**config.mk**
```make
export PLATFORM = sky130hd
export DESIGN_NAME = moving_average_filter_flat
export DESIGN_NICKNAME = d
export VERILOG_FILES = /design/src/mavg_pkg.sv /design/src/mavg_sample_if.sv /design/src/mavg_avg_if.sv /design/src/mavg_cfg_if.sv /design/src/mavg_ram.sv /design/src/moving_average_filter.sv /design/src/flat_wrapper.sv
export SDC_FILE = /design/constraint.sdc
export NUM_CORES = 2
export LEC_CHECK = 0
export BUFFER_PORTS_ARGS = -buffer_cell sky130_fd_sc_hd__buf_2
export CORE_MARGIN = 4
export CORE_UTILIZATION = 52
export CTS_BUF_LIST = sky130_fd_sc_hd__clkbuf_2 sky130_fd_sc_hd__clkbuf_4 sky130_fd_sc_hd__clkbuf_8
export CTS_CLUSTER_DIAMETER = 30
export CTS_CLUSTER_SIZE = 16
export DETAILED_ROUTE_END_ITERATION = 8
export GPL_ROUTABILITY_DRIVEN = 0
export MAX_ROUTING_LAYER = met4
export PLACE_DENSITY = 0.7
export SETUP_SLACK_MARGIN = 0.4
export SLEW_MARGIN = 15
export SYNTH_ARGS = -nofsm -noshare
export SYNTH_HDL_FRONTEND = slang
export SYNTH_HIERARCHICAL = 1
export SYNTH_SLANG_ARGS = --single-unit
export TNS_END_PERCENT = 20
```
**constraint.sdc**
```tcl
create_clock -name clk -period 5.7 [get_ports clk]
set_input_delay 0.285 -clock clk [delete_from_list [all_inputs] [get_ports clk]]
set_output_delay 0.285 -clock clk [all_outputs]
set_load 0.05 [all_outputs]
```
**src/mavg_pkg.sv**
```systemverilog
package mavg_pkg;

  // Deepest ring that the filter supports; the effective order is clamped to it.
  localparam int MAX_ORDER = 64;

  localparam int SAMPLE_W   = 16;
  localparam int INIT_W     = 16;
  localparam int ORDER_W    = 7;
  localparam int SHARE_W    = 24;
  localparam int SUM_W      = 25;
  localparam int AVG_W      = 24;
  localparam int FRAC_SHIFT = 8;
  localparam int POS_W      = $clog2(MAX_ORDER);
  localparam int DIV_STEPS  = SHARE_W;
  localparam int DIV_CNT_W  = $clog2(DIV_STEPS);

  localparam int CFG_IDX_W  = 4;
  localparam int CFG_DATA_W = 16;

  localparam logic [CFG_IDX_W-1:0] REG_ORDER      = CFG_IDX_W'(0);
  localparam logic [CFG_IDX_W-1:0] REG_INIT_VALUE = CFG_IDX_W'(1);

  typedef logic signed [SAMPLE_W-1:0] sample_t;
  typedef logic signed [INIT_W-1:0]   init_t;
  typedef logic        [ORDER_W-1:0]  order_t;
  typedef logic signed [SHARE_W-1:0]  share_t;
  typedef logic        [SHARE_W-1:0]  mag_t;
  typedef logic signed [SUM_W-1:0]    sum_t;
  typedef logic signed [AVG_W-1:0]    average_t;

  localparam average_t AVG_MAX = {1'b0, {(AVG_W-1){1'b1}}};
  localparam average_t AVG_MIN = {1'b1, {(AVG_W-1){1'b0}}};
  localparam sum_t     SUM_HI  = sum_t'(AVG_MAX);
  localparam sum_t     SUM_LO  = sum_t'(AVG_MIN);

  // Widen a value with 8 fraction bits to 16 fraction bits.
  function automatic share_t scale(input sample_t x);
    return {x, {FRAC_SHIFT{1'b0}}};
  endfunction

  function automatic mag_t magnitude(input share_t x);
    share_t neg;
    neg = -x;
    return x[SHARE_W-1] ? mag_t'(neg) : mag_t'(x);
  endfunction

  // Order zero behaves as one; orders past the ring depth use the full ring.
  function automatic order_t effective_order(input order_t n);
    order_t r;
    r = n;
    if (n == '0) begin
      r = ORDER_W'(1);
    end else if (int'(n) > MAX_ORDER) begin
      r = ORDER_W'(MAX_ORDER);
    end
    return r;
  endfunction

  function automatic average_t saturate(input sum_t x);
    average_t r;
    if (x > SUM_HI) begin
      r = AVG_MAX;
    end else if (x < SUM_LO) begin
      r = AVG_MIN;
    end else begin
      r = x[AVG_W-1:0];
    end
    return r;
  endfunction

endpackage

```
**src/mavg_sample_if.sv**
```systemverilog
interface mavg_sample_if;
  logic              valid;
  logic              ready;
  mavg_pkg::sample_t sample;

  modport source (output valid, output sample, input ready);
  modport sink   (input valid, input sample, output ready);
endinterface

```
**src/mavg_avg_if.sv**
```systemverilog
interface mavg_avg_if;
  logic               valid;
  logic               ready;
  mavg_pkg::average_t average;

  modport source (output valid, output average, input ready);
  modport sink   (input valid, input average, output ready);
endinterface

```
**src/mavg_cfg_if.sv**
```systemverilog
interface mavg_cfg_if;
  logic                                valid;
  logic                                ready;
  logic [mavg_pkg::CFG_IDX_W-1:0]      index;
  logic [mavg_pkg::CFG_DATA_W-1:0]     data;

  modport source (output valid, output index, output data, input ready);
  modport sink   (input valid, input index, input data, output ready);
endinterface

```
**src/mavg_ram.sv**
```systemverilog
module mavg_ram #(
  parameter int WIDTH = 24,
  parameter int DEPTH = 64
) (
  input  logic                     clk,
  input  logic                     we,
  input  logic [$clog2(DEPTH)-1:0] waddr,
  input  logic [WIDTH-1:0]         wdata,
  input  logic                     re,
  input  logic [$clog2(DEPTH)-1:0] raddr,
  output logic [WIDTH-1:0]         rdata
);

  logic [WIDTH-1:0] mem [DEPTH];

  always_ff @(posedge clk) begin
    if (we) begin
      mem[waddr] <= wdata;
    end
    if (re) begin
      rdata <= mem[raddr];
    end
  end

endmodule

```
**src/moving_average_filter.sv**
```systemverilog
// Boxcar moving-average filter over a ring of per-tap shares.
//
// Channels: "samples" carries one signed sample (8 fraction bits) per beat,
// "averages" returns one signed running average (16 fraction bits) per
// sample, and "cfg" writes the order (index 0) or the starting value
// (index 1). Writes to other indexes are taken and ignored.
//
// Each sample is divided by the order in a restoring divider that produces
// one quotient bit per cycle. A sample beat is accepted in the idle state;
// the ring is read, the divider runs, and the ring update then puts the
// result on "averages". The next sample beat can be taken only once the
// block is back in the idle state after the update, so a sample is not
// taken before the last one is through.
//
// The output is held in a register. A stalled receiver lets the next sample
// be taken and divided; only the ring update waits for the held result.
//
// Reset sets order 1 and starting value 0. A configuration write reloads the
// filter (every ring entry init_value/effective order, sum init_value,
// position zero); no sample beat is taken during the reload or alongside a cfg beat.
module moving_average_filter (
  input  logic     clk,
  input  logic     rst,
  mavg_cfg_if.sink       cfg,
  mavg_sample_if.sink    samples,
  mavg_avg_if.source     averages
);

  typedef enum logic [5:0] {
    ST_IDLE     = 6'b000001,
    ST_READ     = 6'b000010,
    ST_DIV      = 6'b000100,
    ST_WRITE    = 6'b001000,
    ST_RELOAD   = 6'b010000,
    ST_INIT_DIV = 6'b100000
  } state_t;

  state_t state;
  state_t state_next;

  // Configuration and the derived starting share.
  mavg_pkg::order_t order;
  mavg_pkg::init_t  init_value;
  mavg_pkg::share_t init_share;

  // Filter state. The ring itself lives in the RAM; a ring entry whose valid
  // bit is clear has not been written since the last reload and reads as the
  // starting share.
  mavg_pkg::sum_t                    running_sum;
  logic [mavg_pkg::POS_W-1:0]        ring_position;
  logic [mavg_pkg::MAX_ORDER-1:0]    entry_valid;

  // Divider: div_q shifts the dividend magnitude out at the top and the
  // quotient bits in at the bottom.
  mavg_pkg::mag_t                    div_q;
  mavg_pkg::order_t                  div_rem;
  logic [mavg_pkg::DIV_CNT_W-1:0]    div_count;
  logic                              div_neg;

  mavg_pkg::share_t old_share;
  mavg_pkg::average_t average_reg;
  logic               out_valid;

  logic                           cfg_hit;
  logic                           in_accept;
  logic                           out_free;
  mavg_pkg::order_t               n_eff;
  logic [mavg_pkg::POS_W-1:0]     pos_eff;
  logic [mavg_pkg::POS_W:0]       pos_inc;
  logic [mavg_pkg::POS_W-1:0]     pos_wrap;
  logic [mavg_pkg::ORDER_W:0]     trial;
  logic [mavg_pkg::ORDER_W:0]     diff;
  logic                           fits;
  mavg_pkg::order_t               rem_step;
  mavg_pkg::mag_t                 q_step;
  logic                           div_last;
  mavg_pkg::share_t               new_share;
  logic signed [mavg_pkg::SUM_W:0] sum_wide;
  mavg_pkg::sum_t                 sum_next;
  logic [mavg_pkg::SHARE_W-1:0]   ram_rd;
  logic                           ram_we;

  assign cfg.ready      = 1'b1;
  assign cfg_hit        = cfg.valid && cfg.ready &&
                          (cfg.index == mavg_pkg::REG_ORDER ||
                           cfg.index == mavg_pkg::REG_INIT_VALUE);
  // A register write restarts the filter, so a sample beat never shares its
  // edge with one.
  assign samples.ready  = (state == ST_IDLE) && !cfg.valid;
  assign in_accept      = samples.valid && samples.ready;
  assign averages.valid   = out_valid;
  assign averages.average = average_reg;
  assign out_free       = !out_valid || averages.ready;

  // Ring addressing: the position wraps at the effective order.
  assign n_eff    = mavg_pkg::effective_order(order);
  assign pos_eff  = (int'(ring_position) >= int'(n_eff)) ? '0 : ring_position;
  assign pos_inc  = (mavg_pkg::POS_W+1)'(pos_eff) + (mavg_pkg::POS_W+1)'(1);
  assign pos_wrap = (int'(pos_inc) >= int'(n_eff)) ? '0 : pos_inc[mavg_pkg::POS_W-1:0];

  // One restoring-division step per cycle.
  assign trial    = {div_rem, div_q[mavg_pkg::SHARE_W-1]};
  assign fits     = trial >= {1'b0, n_eff};
  assign diff     = trial - {1'b0, n_eff};
  assign rem_step = fits ? diff[mavg_pkg::ORDER_W-1:0] : trial[mavg_pkg::ORDER_W-1:0];
  assign q_step   = {div_q[mavg_pkg::SHARE_W-2:0], fits};
  assign div_last = (div_count == mavg_pkg::DIV_CNT_W'(mavg_pkg::DIV_STEPS - 1));

  // The quotient magnitude gets the dividend's sign back, so the share is
  // truncated toward zero.
  assign new_share = div_neg ? -$signed(div_q) : $signed(div_q);

  // The sum drops the share being replaced and gains the new one.
  assign sum_wide = (mavg_pkg::SUM_W+1)'(running_sum) - (mavg_pkg::SUM_W+1)'(old_share)
                    + (mavg_pkg::SUM_W+1)'(new_share);
  assign sum_next = sum_wide[mavg_pkg::SUM_W-1:0];

  assign ram_we = (state == ST_WRITE) && out_free;

  mavg_ram #(
    .WIDTH (mavg_pkg::SHARE_W),
    .DEPTH (mavg_pkg::MAX_ORDER)
  ) u_ring (
    .clk   (clk),
    .we    (ram_we),
    .waddr (pos_eff),
    .wdata (new_share),
    .re    (in_accept),
    .raddr (pos_eff),
    .rdata (ram_rd)
  );

  always_comb begin
    state_next = state;
    unique case (state)
      ST_IDLE: begin
        if (in_accept) begin
          state_next = ST_READ;
        end
      end
      ST_READ: begin
        state_next = ST_DIV;
      end
      ST_DIV: begin
        if (div_last) begin
          state_next = ST_WRITE;
        end
      end
      ST_WRITE: begin
        if (out_free) begin
          state_next = ST_IDLE;
        end
      end
      ST_RELOAD: begin
        state_next = ST_INIT_DIV;
      end
      ST_INIT_DIV: begin
        if (div_last) begin
          state_next = ST_IDLE;
        end
      end
      default: begin
        state_next = ST_IDLE;
      end
    endcase
    // A register write always restarts the reload.
    if (cfg_hit) begin
      state_next = ST_RELOAD;
    end
  end

  // Control state and filter state.
  always_ff @(posedge clk) begin
    if (rst) begin
      state         <= ST_IDLE;
      order         <= mavg_pkg::ORDER_W'(1);
      init_value    <= '0;
      init_share    <= '0;
      running_sum   <= '0;
      ring_position <= '0;
      entry_valid   <= '0;
      out_valid     <= 1'b0;
    end else begin
      state <= state_next;

      // A new result is offered as soon as the ring is updated, unless a register
      // write comes with the update; otherwise the held one leaves when the receiver takes it.
      if (ram_we && !cfg_hit) begin
        out_valid <= 1'b1;
      end else if (averages.ready) begin
        out_valid <= 1'b0;
      end

      if (cfg_hit) begin
        if (cfg.index == mavg_pkg::REG_ORDER) begin
          order <= cfg.data[mavg_pkg::ORDER_W-1:0];
        end else begin
          init_value <= cfg.data[mavg_pkg::INIT_W-1:0];
        end
        entry_valid   <= '0;
        ring_position <= '0;
      end else if (state == ST_RELOAD) begin
        running_sum <= mavg_pkg::sum_t'(mavg_pkg::scale(init_value));
      end else if (state == ST_INIT_DIV && div_last) begin
        // The last quotient bit is only in q_step this cycle.
        init_share <= div_neg ? -$signed(q_step) : $signed(q_step);
      end else if (ram_we) begin
        running_sum          <= sum_next;
        ring_position        <= pos_wrap;
        entry_valid[pos_eff] <= 1'b1;
      end
    end
  end

  // Datapath registers.
  always_ff @(posedge clk) begin
    if (in_accept) begin
      div_q     <= mavg_pkg::magnitude(mavg_pkg::scale(samples.sample));
      div_neg   <= samples.sample[mavg_pkg::SAMPLE_W-1];
      div_rem   <= '0;
      div_count <= '0;
    end else if (state == ST_RELOAD) begin
      div_q     <= mavg_pkg::magnitude(mavg_pkg::scale(init_value));
      div_neg   <= init_value[mavg_pkg::INIT_W-1];
      div_rem   <= '0;
      div_count <= '0;
    end else if ((state == ST_DIV || state == ST_INIT_DIV) && !div_last) begin
      div_q     <= q_step;
      div_rem   <= rem_step;
      div_count <= div_count + mavg_pkg::DIV_CNT_W'(1);
    end else if ((state == ST_DIV || state == ST_INIT_DIV) && div_last) begin
      div_q   <= q_step;
      div_rem <= rem_step;
    end

    if (state == ST_READ) begin
      old_share <= entry_valid[pos_eff] ? $signed(ram_rd) : init_share;
    end

    if (ram_we) begin
      average_reg <= mavg_pkg::saturate(sum_next);
    end
  end

endmodule

```
**src/flat_wrapper.sv**
```systemverilog
// flat-port wrapper written by rule: the top's interface ports become plain ports
module moving_average_filter_flat 
  (clk, rst, cfg_valid, cfg_index, cfg_data, cfg_ready, samples_valid, samples_sample, samples_ready, averages_valid, averages_average, averages_ready);
  mavg_cfg_if cfg_i ();
  mavg_sample_if samples_i ();
  mavg_avg_if averages_i ();
  input  logic clk;
  input  logic rst;
  input wire logic [$bits(cfg_i.valid)-1:0] cfg_valid;
  input wire logic [$bits(cfg_i.index)-1:0] cfg_index;
  input wire logic [$bits(cfg_i.data)-1:0] cfg_data;
  output wire logic [$bits(cfg_i.ready)-1:0] cfg_ready;
  input wire logic [$bits(samples_i.valid)-1:0] samples_valid;
  input wire logic [$bits(samples_i.sample)-1:0] samples_sample;
  output wire logic [$bits(samples_i.ready)-1:0] samples_ready;
  output wire logic [$bits(averages_i.valid)-1:0] averages_valid;
  output wire logic [$bits(averages_i.average)-1:0] averages_average;
  input wire logic [$bits(averages_i.ready)-1:0] averages_ready;
  assign cfg_i.valid = cfg_valid;
  assign cfg_i.index = cfg_index;
  assign cfg_i.data = cfg_data;
  assign cfg_ready = cfg_i.ready;
  assign samples_i.valid = samples_valid;
  assign samples_i.sample = samples_sample;
  assign samples_ready = samples_i.ready;
  assign averages_valid = averages_i.valid;
  assign averages_average = averages_i.average;
  assign averages_i.ready = averages_ready;
  moving_average_filter u_core (.clk(clk), .rst(rst), .cfg(cfg_i), .samples(samples_i), .averages(averages_i));
endmodule
```
---- Yosys cells after proc, flatten, opt, wreduce, memory -nomap -nowiden ----
Memories as Yosys holds them, arrays and structs flattened. A register that Yosys moved wholly into a read port is not among the register bits.
Index checks and enable logic that the tools add are counted.
operators by class
  equality and inequality tests ........... 17
  bitwise operators ....................... 5
  $lt $le $gt $ge ......................... 8
  reductions and logical operators ........ 32
  add/subtract/negate cells ............... 9
  multiplexer cells ....................... 36
operators with widths
  kind                                                              number
  two-way mux 24 bit                                                10
  negator 24 bit                                                    4
  two-way mux 25 bit                                                3
  bitwise OR 64 bit                                                 1
  two-way mux 6 bit                                                 6
  case mux 6 bit (6 select lines)                                   1
  two-way mux 7 bit                                                 5
  adder 25 x 24 -> 25 bit                                           1
  greater-than comparator 25 x 24 -> 1 bit (second input constant)  1
  < comparator 25 x 24 -> 1 bit (second input constant)             1
  subtractor 25 x 24 -> 25 bit                                      1
  != test 3 x 1 -> 1 bit (second input constant)                    4
  != test 2 x 1 -> 1 bit (second input constant)                    5
  logical AND 1 bit                                                 9
  AND reduction 3 bit                                               3
  greater-or-equal comparator 8 x 7 -> 1 bit                        1
  two-way mux 1 bit                                                 8
  AND reduction 4 bit                                               2
  nonzero test 2 bit                                                4
  adder 6 x 1 -> 7 bit (second input constant)                      1
  greater-or-equal comparator 6 x 7 -> 1 bit                        1
  greater-or-equal comparator 7 bit                                 1
  greater-than comparator 7 bit (second input constant)             1
  zero test 7 bit                                                   1
  22 further kinds                                                  32
storage, ports and cells
  memories ................................ 1
  output and inout bits ................... 27
  logic and storage cells ................. 123
  bits of input ports ..................... 41
  RAM bits ................................ 1536
  flip-flop bits (word level) ............. 234
memories
  memory             depth  width  read ports  clocked after Yosys merged registers in  wr ports  RTL line        text
  u_core.u_ring.mem  64     24     1           1                                        1         mavg_ram.sv:14  logic [WIDTH-1:0] mem [DEPTH];

---- Depth between registers and ports, before layout ----
  depth in word-level cells ............... 10
  gate-level depth with buffers ........... 23
  gate-level depth less buffers ........... 21

---- Cells and area by module ----
Netlist, hierarchy kept.
modules (own cells, without submodules)
  module                 area each (sq um)  times used  cells an instance  sequential area each (sq um)
  mavg_ram               59535.8            1           2610               46844.9
  moving_average_filter  13833.3            1           1586               5415.2

---- Worst setup path before layout ----
No wires, ideal clock.
  path kind ............................... register to register
  start ................................... reg u_core.div_q[0]
  end ..................................... reg u_core.average_reg[0], in the netlist u_core/averages.average[0], data pin
  period minus slack after synthesis ...... 5.762 ns
  cell stages (with the launch flop) ...... 23
  arrival ................................. 5.497 ns
  library setup time ...................... 0.265 ns
  path slack .............................. -0.062 ns
  path buffers ............................ 2
  cell sequence ........................... edfxtp_1 -> inv_1 -> ha_1 -> inv_1 -> nor2_1 -> nand4_1 -> or4_1 -> or3_1 -> or3_1 -> nand2_1 -> xor2_1 -> fa_1 -> inv_1 -> ha_1 -> clkbuf_1 -> a21o_1 -> a21o_1 -> a21o_1 -> a21oi_1 -> o21ai_0 -> a211o_1 -> clkbuf_1 -> maj3_1
on the way
  longest elaborated chain between the ends .. 5
  elaborated cells between the ends (all ways) .. 6
  classes of those cells .................. add/sub (2); order compare (2); mux (2)
ends and longest elaborated chain
  item                           RTL line                      text
  from (decl)                    moving_average_filter.sv:55   mavg_pkg::mag_t div_q;
  from (signal assigned)         moving_average_filter.sv:218  div_q <= mavg_pkg::magnitude(mavg_pkg::scale(samples.sample));
  from (signal assigned)         moving_average_filter.sv:223  div_q <= mavg_pkg::magnitude(mavg_pkg::scale(init_value));
  from (signal assigned)         moving_average_filter.sv:228  div_q <= q_step;
  negator 24 bit                 moving_average_filter.sv:111  assign new_share = div_neg ? -$signed(div_q) : $signed(div_q);
  two-way mux 24 bit *           moving_average_filter.sv:111
  adder 25 x 24 -> 25 bit *      moving_average_filter.sv:115  + (mavg_pkg::SUM_W+1)'(new_share);
  < comparator 25 x 24 -> 1 bit  mavg_pkg.sv:63                end else if (x < SUM_LO) begin
  two-way mux 24 bit             mavg_pkg.sv:63
  to (signal assigned)           moving_average_filter.sv:241  average_reg <= mavg_pkg::saturate(sum_next);
  to (decl)                      moving_average_filter.sv:61   mavg_pkg::average_t average_reg;
Mark *: on every way between the ends. The rest lies on a longest branch, timed or not.
A chain may end at the register's enable or synchronous reset.

---- Final worst setup path ----
  start ................................... reg u_core.div_q[7]
  end ..................................... reg u_core.average_reg[0], in the netlist u_core/averages.average[0], data pin
Same word-level chain as after synthesis.

==> results.toml <==
[synth]
synth.most_common_cell = "edfxtp_1"
syn-instance-count = 4196
yosys-top-cells-count = "edfxtp_1 (1,633), mux4_2 (359), nor2_1 (244)"
yosysSeqAreaShare = 0.7123
synth.largest_area_cell = "edfxtp_1"
number_of_warnings_printed_during_yosys_synthesis = 6
postSynthAreaPerCell_um2 = 17.49
synth.ff_latch_count = 1794
mappedNetlistArea_um2 = 73370
synth_ff_type = "edfxtp_1"
synth_nets = 4313
synth_largest_type_area_fraction = 0.6684
postSynth.asyncResetShare = 0
synth_cell_type_count = 80
synth_area_leaders = "edfxtp_1 (67%), mux4_2 (11%), dfxtp_1 (4.4%)"
synth_enable_flop_cells = 1633

[drt]
drt_wl_total_um = 187000
drt_iter0_markers = 5147
via_count = 41940
post_drt_wl_per_cell_um = 27.36
vias_per_cell = 6.136
post_route_antenna_net_violation_count = 0
detailedRoute.firstPassIterationCount = 6
detail_route.drc_violations = 0

[timing]
achievable-frequency_ghz = 0.1931
finalCriticalPeriod_ns = 5.178
timing.setup.tns_ns = 0
timing.slew.headroom = 0.1979
max_slew.worst_pin.slew_ns = 1.186
final_min_period_over_clock_period = 0.9084
slew_violations = 0
report.final.hold_viol_count = 0
grt_setup_unrepaired = "true"
fin_skew_ns = 0.06423
timing.final.setup_violations = 0

[cts]
cts.sink_count = 1794
cts-htree-levels = 5
tritoncts = "yes"
cts_inserted_buffers = 340
clock_path_buffers = 4
worstSkewPairLatency_ns = 1.01
ctsRootBufferMaster = "clkbuf_8"
worst_setup_hold_path_clk_slew_ns = 0.06

[cells_and_area]
fin_nets = 4815
multi_input_comb_area_um2 = 19790
largest_registers = "u_core/u_ring/mem: 1536 flops, u_core/entry_valid: 64 flops, u_core/running_sum: 25 flops"
final_design_area_no_fill_um2 = 85790
fillCellCount = 9845
syn_to_layout_area_delta_pct = 16.93
largest_register_ffs = 1536
final_layout_size_suffix_gt1_frac = 0.2978
top_register = "u_core/u_ring/mem"
layout.area.seq_um2 = 52260

[power_and_ir_drop]
seq_power_share = 0.467
leakagePower_nw = 27.81
p_sw_mw = 8.779
swShare = 0.2596
pwr_density_cell_nw_per_um2 = 394.2
power.share.combinational = 0.122
pwr-share-clk = 0.412
peakVddDrop_mv = 0.2641
internal-power_mw = 25.04

[place]
dpl-instance-area_um2 = 77170
hpwlAfterDp_um = 114500
port_buffers = 66

[worst_setup_path]
timing.critical_path.fanout_max = 23
timing.reg2reg.worst_path_depth = 17
worst_setup_path_end_kind = "register"
ff2ff_setup_slack_ns = 0.52
regToRegEndpoint = "u_core/averages.average[0]"
worstSetupPathType = "reg2reg"
startpoint = "u_core/div_q[7]"
critPathRequiredTime_ns = 6.42
critical_path.startpoint_type = "register"
timing.critical_path.arrival_ns = 5.90
rr_startpoint = "u_core/div_q[7]"
endpoint_of_the_worst_setup_timing_path = "u_core/averages.average[0]"

[grt]
grt_antenna_before_repair = 7
groute.usage.overall = 0.2630
grt_pass1_wl_um = 277000
grt.met3_usage = 0.05860
globalRoute.busiestLayer = "met2"
met2_usage = 0.4015
grt_pass1_vias = 42120
globalRouteMet1Util = 0.3525
grt_start_max_net_pins = 71
grt-ovfl-total = 0

[status]
status = "complete, no violations"

[hold_path]
min_path_type = "in2reg"

[die]
coreArea_um2 = 139900
floorplan.io_pins = 68
initial_standard_cell_utilization_of_the_core = 0.5245
die_area_um2 = 147200
rows = 137
die-height_um = 383.6
die_width_um = 383.6

[job]
cap_violations = 0
[critical path: stages, from the launching register on]
cell and delay (ns):
edfxtp_1 0.49, nor2_1 0.29, nand4_1 0.21, or4_4 0.54
or3_4 0.35, or3_4 0.36, nand2_4 0.10, xor2_2 0.16
fa_1 0.44, inv_2 0.08, ha_4 0.22, a21o_1 0.18
a31o_2 0.24, a21oi_1 0.20, a21oi_1 0.15, o21ai_2 0.28
nand2_8 0.20, maj3_1 0.40
[metal layers]
layer	up-vias	part of all wire
met2	2257	0.48
met3	400	0.095
li1	17850	-
met5	-	0
met4	0	0.036
met1	21440	0.39
[logic make-up after synthesis]
family / after synthesis / synth area share
and+or+nand+nor: 694 / 0.04425
AOI/OAI and AO/OA: 609 / 0.05384
adders and majority gates: 98 / 0.01884
xor gates and xnor gates: 93 / 0.01120
muxes: 549 / 0.1376
buffers and inverters: 358 / 0.02196
DFF: 1794 / 0.7123
other: 1 / 0.00005111
[per-stage QoR]
stage	setup slack [ns]	hold slack, ns	instances	power (mW)	util
6_report	0.5224	0.1213	6835	33.82	0.6134
5_1_grt	0.3363	0.07959	6834	35.05	0.6133
4_1_cts	0.4295	0.009021	6827	33.90	0.6125
3_5_place_dp	0.1873	0.4474	6138	19.96	0.5517
3_3_place_gp	0.2880	0.4385	6138	19.84	0.5517
2_1_floorplan	0.1655	0.4029	4196	18.40	-
[worst min-delay path by stage]
stage,cells after the start,end,from,slack [ns]
global route,4,u_core/init_value[3],cfg_data[3],0.08
CTS,4,u_core/init_value[0],cfg_data[0],0.009
detailed placement,2,u_core/running_sum[3],u_core/running_sum[3],0.45
finish,4,u_core/init_value[13],cfg_data[13],0.12
global placement,2,u_core/init_share[12],u_core/init_share[12],0.44
floorplan,1,u_core/order[0],cfg_data[0],0.40
[cell type report]
class                      instances  area share
timing repair buffer             388     0.03821
inverter                         130    0.005790
antenna                            3  0.00008750
clock inverter                   214     0.02928
clock buffer                     386     0.05944
tap                             1876     0.02736
sequential                      1794      0.6091
multi-input combinational       2044      0.2307
[what timing repair did]
action	CTS	global route
buffers inserted	2	5
hold buffers	87	0
setup endpoints to repair	23	27
resized for setup	3	13
endpoints found under the hold margin	75	0
pin swaps	0	4
cloned	0	0
[power by group through the flow]
stage	logic (mW)	clock network [mW]	registers, mW
2_1_floorplan	2.36	0	16.0
3_3_place_gp	3.79	0	16.1
3_5_place_dp	3.90	0	16.1
4_1_cts	3.98	14.1	15.8
5_1_grt	4.42	14.8	15.8
6_report	4.11	13.9	15.8
[cells in the final DEF, fill, tap and decap left out, types with 61 or more instances in the layout]
cell           netlist  routed
a221oi_1            61      61
a21oi_1            178     177
buf_2               49      66
mux4_2             359     359
buf_4               32     210
nor2_1             244     178
nor2_2               0      64
edfxtp_1          1633    1633
clkbuf_8             0     352
inv_1              125      97
dfxtp_1            161     161
o21ai_0             77      76
o22ai_1             64      64
mux2i_1            106     106
dlygate4sd3_1        0      87
mux2_2              84      84
nand2_1            192     191
Power figures use the tool's default switching activity.
